**src/sv/sdd_pkg.sv**
```systemverilog
// ----------------------------------------------------------------------------
// sdd_pkg
// Shared types and codes of the sparse depth densifier: transaction payloads,
// command codes and the command and status groups between control and datapath.
// ----------------------------------------------------------------------------
package sdd_pkg;

    // Command codes of an input transaction.
    localparam logic [1:0] CMD_LOAD  = 2'd0;
    localparam logic [1:0] CMD_QUERY = 2'd1;
    localparam logic [1:0] CMD_CLEAR = 2'd2;

    // Configuration register.
    localparam int RADIUS_W = 4;
    localparam logic [RADIUS_W-1:0] RADIUS_RESET = 4'd4;

    // Depth field width.
    localparam int DEPTH_W = 16;

    typedef struct packed {
        logic [1:0]  command;
        logic [17:0] point_col;
        logic [17:0] point_row;
        logic [15:0] point_depth;
        logic [11:0] query_row;
        logic [11:0] query_col;
    } t_in;

    typedef struct packed {
        logic [15:0] estimated_depth;
        logic        had_neighbors;
    } t_out;

    // Commands from the controller to the datapath.
    typedef struct packed {
        logic capture;
        logic decode;
        logic clr_step;
        logic div_start;
        logic div_final;
        logic sqrt_start;
        logic mem_write;
        logic q_step;
        logic out_load;
        logic out_zero;
    } t_cmd;

    // Status from the datapath to the controller.
    typedef struct packed {
        logic [1:0] command;
        logic       outside;
        logic       sq_zero;
        logic       border;
        logic       clr_last;
        logic       issue_last;
        logic       pipe_busy;
        logic       div_busy;
        logic       sqrt_busy;
        logic       den_zero;
        logic       out_busy;
    } t_sts;

endpackage

```
**src/sv/sdd_ctrl.sv**
```systemverilog
// ----------------------------------------------------------------------------
// sdd_ctrl
// Controller: sequences clearing, loads and queries over the datapath.
// ----------------------------------------------------------------------------
module sdd_ctrl (
    input  logic          i_clk,
    input  logic          i_rst_n,
    input  logic          i_in_valid,
    output logic          o_in_ready,
    input  sdd_pkg::t_sts i_sts,
    output sdd_pkg::t_cmd o_cmd
);
    import sdd_pkg::*;

    typedef enum logic [3:0] {
        S_CLEAR,
        S_IDLE,
        S_DECODE,
        S_LDIV,
        S_LSQRT,
        S_LWRITE,
        S_QRUN,
        S_QDRAIN,
        S_QDIV,
        S_RESULT
    } t_state;

    t_state r_state, n_state;
    logic   r_zero, n_zero;

    // Next state.
    always_comb begin
        n_state = r_state;
        n_zero  = r_zero;
        unique case (r_state)
            S_CLEAR: begin
                if (i_sts.clr_last) n_state = S_IDLE;
            end
            S_IDLE: begin
                if (i_in_valid) n_state = S_DECODE;
            end
            S_DECODE: begin
                unique case (i_sts.command)
                    CMD_LOAD: begin
                        if (i_sts.outside)      n_state = S_IDLE;
                        else if (i_sts.sq_zero) n_state = S_LWRITE;
                        else                    n_state = S_LDIV;
                    end
                    CMD_QUERY: begin
                        if (i_sts.border) begin
                            n_state = S_RESULT;
                            n_zero  = 1'b1;
                        end else begin
                            n_state = S_QRUN;
                        end
                    end
                    CMD_CLEAR: n_state = S_CLEAR;
                    default:   n_state = S_IDLE;
                endcase
            end
            S_LDIV: begin
                if (!i_sts.div_busy) n_state = S_LSQRT;
            end
            S_LSQRT: begin
                if (!i_sts.sqrt_busy) n_state = S_LWRITE;
            end
            S_LWRITE: n_state = S_IDLE;
            S_QRUN: begin
                if (i_sts.issue_last) n_state = S_QDRAIN;
            end
            S_QDRAIN: begin
                if (!i_sts.pipe_busy) begin
                    n_zero  = i_sts.den_zero;
                    n_state = i_sts.den_zero ? S_RESULT : S_QDIV;
                end
            end
            S_QDIV: begin
                if (!i_sts.div_busy) n_state = S_RESULT;
            end
            S_RESULT: begin
                if (!i_sts.out_busy) n_state = S_IDLE;
            end
            default: n_state = S_IDLE;
        endcase
    end

    // State register.
    always_ff @(posedge i_clk) begin
        if (!i_rst_n) begin
            r_state <= S_CLEAR;
            r_zero  <= 1'b0;
        end else begin
            r_state <= n_state;
            r_zero  <= n_zero;
        end
    end

    // Commands to the datapath.
    always_comb begin
        o_in_ready       = (r_state == S_IDLE);
        o_cmd.capture    = (r_state == S_IDLE) && i_in_valid;
        o_cmd.decode     = (r_state == S_DECODE);
        o_cmd.clr_step   = (r_state == S_CLEAR);
        o_cmd.div_start  = ((r_state == S_DECODE) && (i_sts.command == CMD_LOAD) &&
                            !i_sts.outside && !i_sts.sq_zero) ||
                           ((r_state == S_QDRAIN) && !i_sts.pipe_busy && !i_sts.den_zero);
        o_cmd.div_final  = (r_state == S_QDRAIN);
        o_cmd.sqrt_start = (r_state == S_LDIV) && !i_sts.div_busy;
        o_cmd.mem_write  = (r_state == S_LWRITE);
        o_cmd.q_step     = (r_state == S_QRUN);
        o_cmd.out_load   = (r_state == S_RESULT) && !i_sts.out_busy;
        o_cmd.out_zero   = r_zero;
    end

    // A result is only loaded into a free output register.
    a_out_free: assert property (@(posedge i_clk) disable iff (!i_rst_n)
        o_cmd.out_load |-> !i_sts.out_busy)
        else $error("result loaded over a pending one");

    // The divider is never restarted while it runs.
    a_div_idle: assert property (@(posedge i_clk) disable iff (!i_rst_n)
        o_cmd.div_start |-> !i_sts.div_busy)
        else $error("divider restarted while busy");

    // No new transaction is taken while the store is written.
    a_write_block: assert property (@(posedge i_clk) disable iff (!i_rst_n)
        (o_cmd.mem_write || o_cmd.clr_step) |-> !o_in_ready)
        else $error("input accepted during a store write");

    // A window scan is followed by the drain of the read pipeline.
    a_scan_drain: assert property (@(posedge i_clk) disable iff (!i_rst_n)
        (o_cmd.q_step && i_sts.issue_last) |=> (r_state == S_QDRAIN))
        else $error("window scan did not drain");

endmodule

```
**config.mk**
```make
export PLATFORM = sky130hd
export DESIGN_NAME = sdd_ctrl
export DESIGN_NICKNAME = d
export VERILOG_FILES = /design/src/sv/sdd_pkg.sv /design/src/sv/sdd_ctrl.sv
export SDC_FILE = /design/constraint.sdc
export NUM_CORES = 1
export LEC_CHECK = 0
export BUFFER_PORTS_ARGS = -buffer_cell sky130_fd_sc_hd__buf_2
export CAP_MARGIN = 20
export CORE_UTILIZATION = 36
export CTS_CLUSTER_SIZE = 16
export DETAILED_ROUTE_END_ITERATION = 12
export PLACE_DENSITY = 0.74
export SYNTH_ARGS = -nofsm -noshare
export SYNTH_HDL_FRONTEND = slang
export SYNTH_SLANG_ARGS = --single-unit
```
**constraint.sdc**
```tcl
create_clock -name i_clk -period 1.5 [get_ports i_clk]
set_input_delay 0 -clock i_clk [delete_from_list [all_inputs] [get_ports i_clk]]
set_output_delay 0 -clock i_clk [all_outputs]
set_load 0.005 [all_outputs]
```
==> flow_summary.toml <==
[status]
status = "finished, violations left"
violations = "negative setup slack"

[die]
ioPinCount = 26
dieWidth_um = 43.1
coreArea_um2 = 1540
start_util_pct = 39.5
fp.dieArea_um2 = 1860
dieHeight_um = 43.1
rows = 14

[worst_setup_path]
critical_path_class = "flip-flop to flip-flop"
cp_cell_sequence = "mux2_4, or3_4, o2111ai_4, nor4bb_2, o211a_1"
regToRegEndpoint = "r_zero"
path_delay_family = "simple AND/OR/NAND/NOR gates"
startpoint = "r_state[0]"
crit_path_start_kind = "flip-flop"
cp.depth = 5
cp-end-kind = "flip-flop"
r2r_slack_ns = -0.13
cp_num_buf_inv = 0
crit_end = "r_zero"
reg2reg_from = "r_state[0]"
required_ns = 1.62
crit_fanout = 6
reg2reg_depth = 5
cpPeakStageDelay_ns = 0.38
worstPathArrival_ns = 1.76
cpMaxStageDelayCell = "dfxtp_4"

[clock_network]
clk_pin_slew_ns = 0.05
cts_buffers = 3
clk_latency_ns = 0.24
cts_root_buf = "clkbuf_4"
cts.sinks = 5
htreeDepth = 1
clock_path_buffers = 2
cts_tree = "built"

[route]
routedWlPerCell_um = 13.2
wirelength_um = 1820
drc = 0
ant_nets = 0
first_pass_iters = 4
drt_iter0_drc = 13
vias = 752
via_per_inst = 5.45

[synth]
synth_edf_count = 0
synth-main-ff-cell = "dfxtp_1"
async_flop_share_pct = 0
ys_warn_count = 0
yosysSeqAreaShare_pct = 16.4
synth_area_leaders = "dfxtp_1, buf_6, nor3_1"
synth.distinct_cells = 35
synth_top_area_share_pct = 16.4
synthCells = 79
yosys.area.top_type = "dfxtp_1"
syn_avg_cell_area_um2 = 7.71
ys_top_cells_by_count = "nand2_1, nor2_1, nor3_1, buf_6, dfxtp_1"
syn_nets = 94
syn-cell-area_um2 = 609
synth.ff_latch_count = 5

[timing]
fin_ws_ns = -0.134
finalHoldViolations = 0
tightest_slew_ns = 0.560
min_period_over_period_pct = 109
finalCriticalPeriod_ns = 1.63
relSlewSlack_pct = 61.7
maxSlewViolCount = 0
setup_viol = 6
skew_ns = 0.00409
fmax_mhz = 612
finalSetupTns_ns = -0.510
rsz0062_at_grt = "yes"

[cells_and_area]
syn_to_final_growth_pct = 49.5
drive_above_1_share_pct = 52.5
finalNetCount = 138
n_antenna_cell = 0
stdcell_area_um2 = 911
post-route-util_pct = 59.1
final_cell_count_no_fill = 138

[grt]
grt_pass1_wl_um = 3110
grt_max_degree = 10
grtUsageTotal_pct = 21.8
overflow = 0
grt_pass1_vias = 751
antenna_found_initial = 0

[run]
cap_viol_max_count = 0

[place]
place_hpwl_um = 1370
gp_congestion = 0.880
dpl.cell_count = 130
io_buffer_count = 25
dpl-instance-area_um2 = 816

[pwr]
pwr_density_cell_nw_per_um2 = 820
vdd_drop_max_mv = 0.423
p_leak_nw = 0.431

[hold_path]
hold_class = "input port to flip-flop"
-- repair_timing --
| action | 4_1_cts | 5_1_grt |
|---|---|---|
| cloned | 0 | 0 |
| endpoints found under the hold margin | 0 | 0 |
| buffers inserted | 4 | 0 |
| endpoints found under the setup margin | 7 | 7 |
| hold buffers | 0 | 0 |
| resized for setup | 12 | 3 |
| pin swaps | 7 | 2 |
-- power by group --
group,internal (W),switching (W)
combinational,0.000219,0.000192
clock,0.000101,0.0000598
sequential,0.000150,0.0000251
-- final cells by class --
class | count | area (um^2)
inverter | 3 | 11.3
multi-input combinational | 63 | 437
tap | 16 | 20.0
timing repair buffer | 47 | 305
sequential | 5 | 111
clock buffer | 4 | 26.3
fill | 142 | 631
-- logic make-up after synthesis --
group | count (synthesis) | share of synthesized area (%)
AOI/OAI and AO/OA | 20 | 28.1
buffers and inverters | 11 | 14.8
DFF | 5 | 16.4
and+or+nand+nor | 41 | 37.2
muxes | 2 | 3.49
-- through the flow --
step / hold WS [ns] / worst slack (ns) / total power, W
floorplan: 0.0365 / -0.122 / 0.000405
global placement: 0.243 / -0.0980 / 0.000520
detailed placement: 0.245 / -0.149 / 0.000530
CTS: 0.0297 / -0.119 / 0.000742
global route: 0.0341 / -0.181 / 0.000806
finish: 0.0371 / -0.134 / 0.000747
-- worst register-to-register path, cell delays in order, from the launching register on --
cell	delay [ns]
dfxtp_4	0.38
mux2_4	0.30
or3_4	0.38
o2111ai_4	0.12
nor4bb_2	0.09
o211a_1	0.24
-- how the worst min path moves through the flow --
stage                  start  slack [ns]  depth (start not counted)         end
finish               i_rst_n        0.04                          2  r_state[0]
global route         i_rst_n        0.03                          2  r_state[0]
CTS                  i_rst_n        0.03                          2  r_state[0]
detailed placement  i_sts[0]        0.25                          3    o_cmd[1]
global placement    i_sts[0]        0.24                          3    o_cmd[1]
floorplan           i_sts[0]        0.04                          1    o_cmd[1]
-- routing by layer --
metal | vias up | share of wire (%) | global-route usage [%]
li1 | 376 | - | -
met1 | 345 | 44 | 26.5
met2 | 27 | 49 | 37.0
met3 | 4 | 4.8 | 0.851
met4 | 0 | 2.6 | 13.9
met5 | - | 0 | 0
-- cells in the final DEF (no fill, tap or decap), drive strengths merged, types with 3 or more instances in the layout --
cell,Yosys,final
nor2,8,8
nand2,8,8
dfxtp,5,5
nor3,8,8
buf,7,47
a21oi,4,4
inv,3,3
clkbuf,1,4
o21a,3,3
o21ai,3,3
or3,3,3
-- state kept, by name (all words and copies together) (netlist names) --
signal / flops
r_zero: 1
r_state: 4
Power figures use the tool's default switching activity.
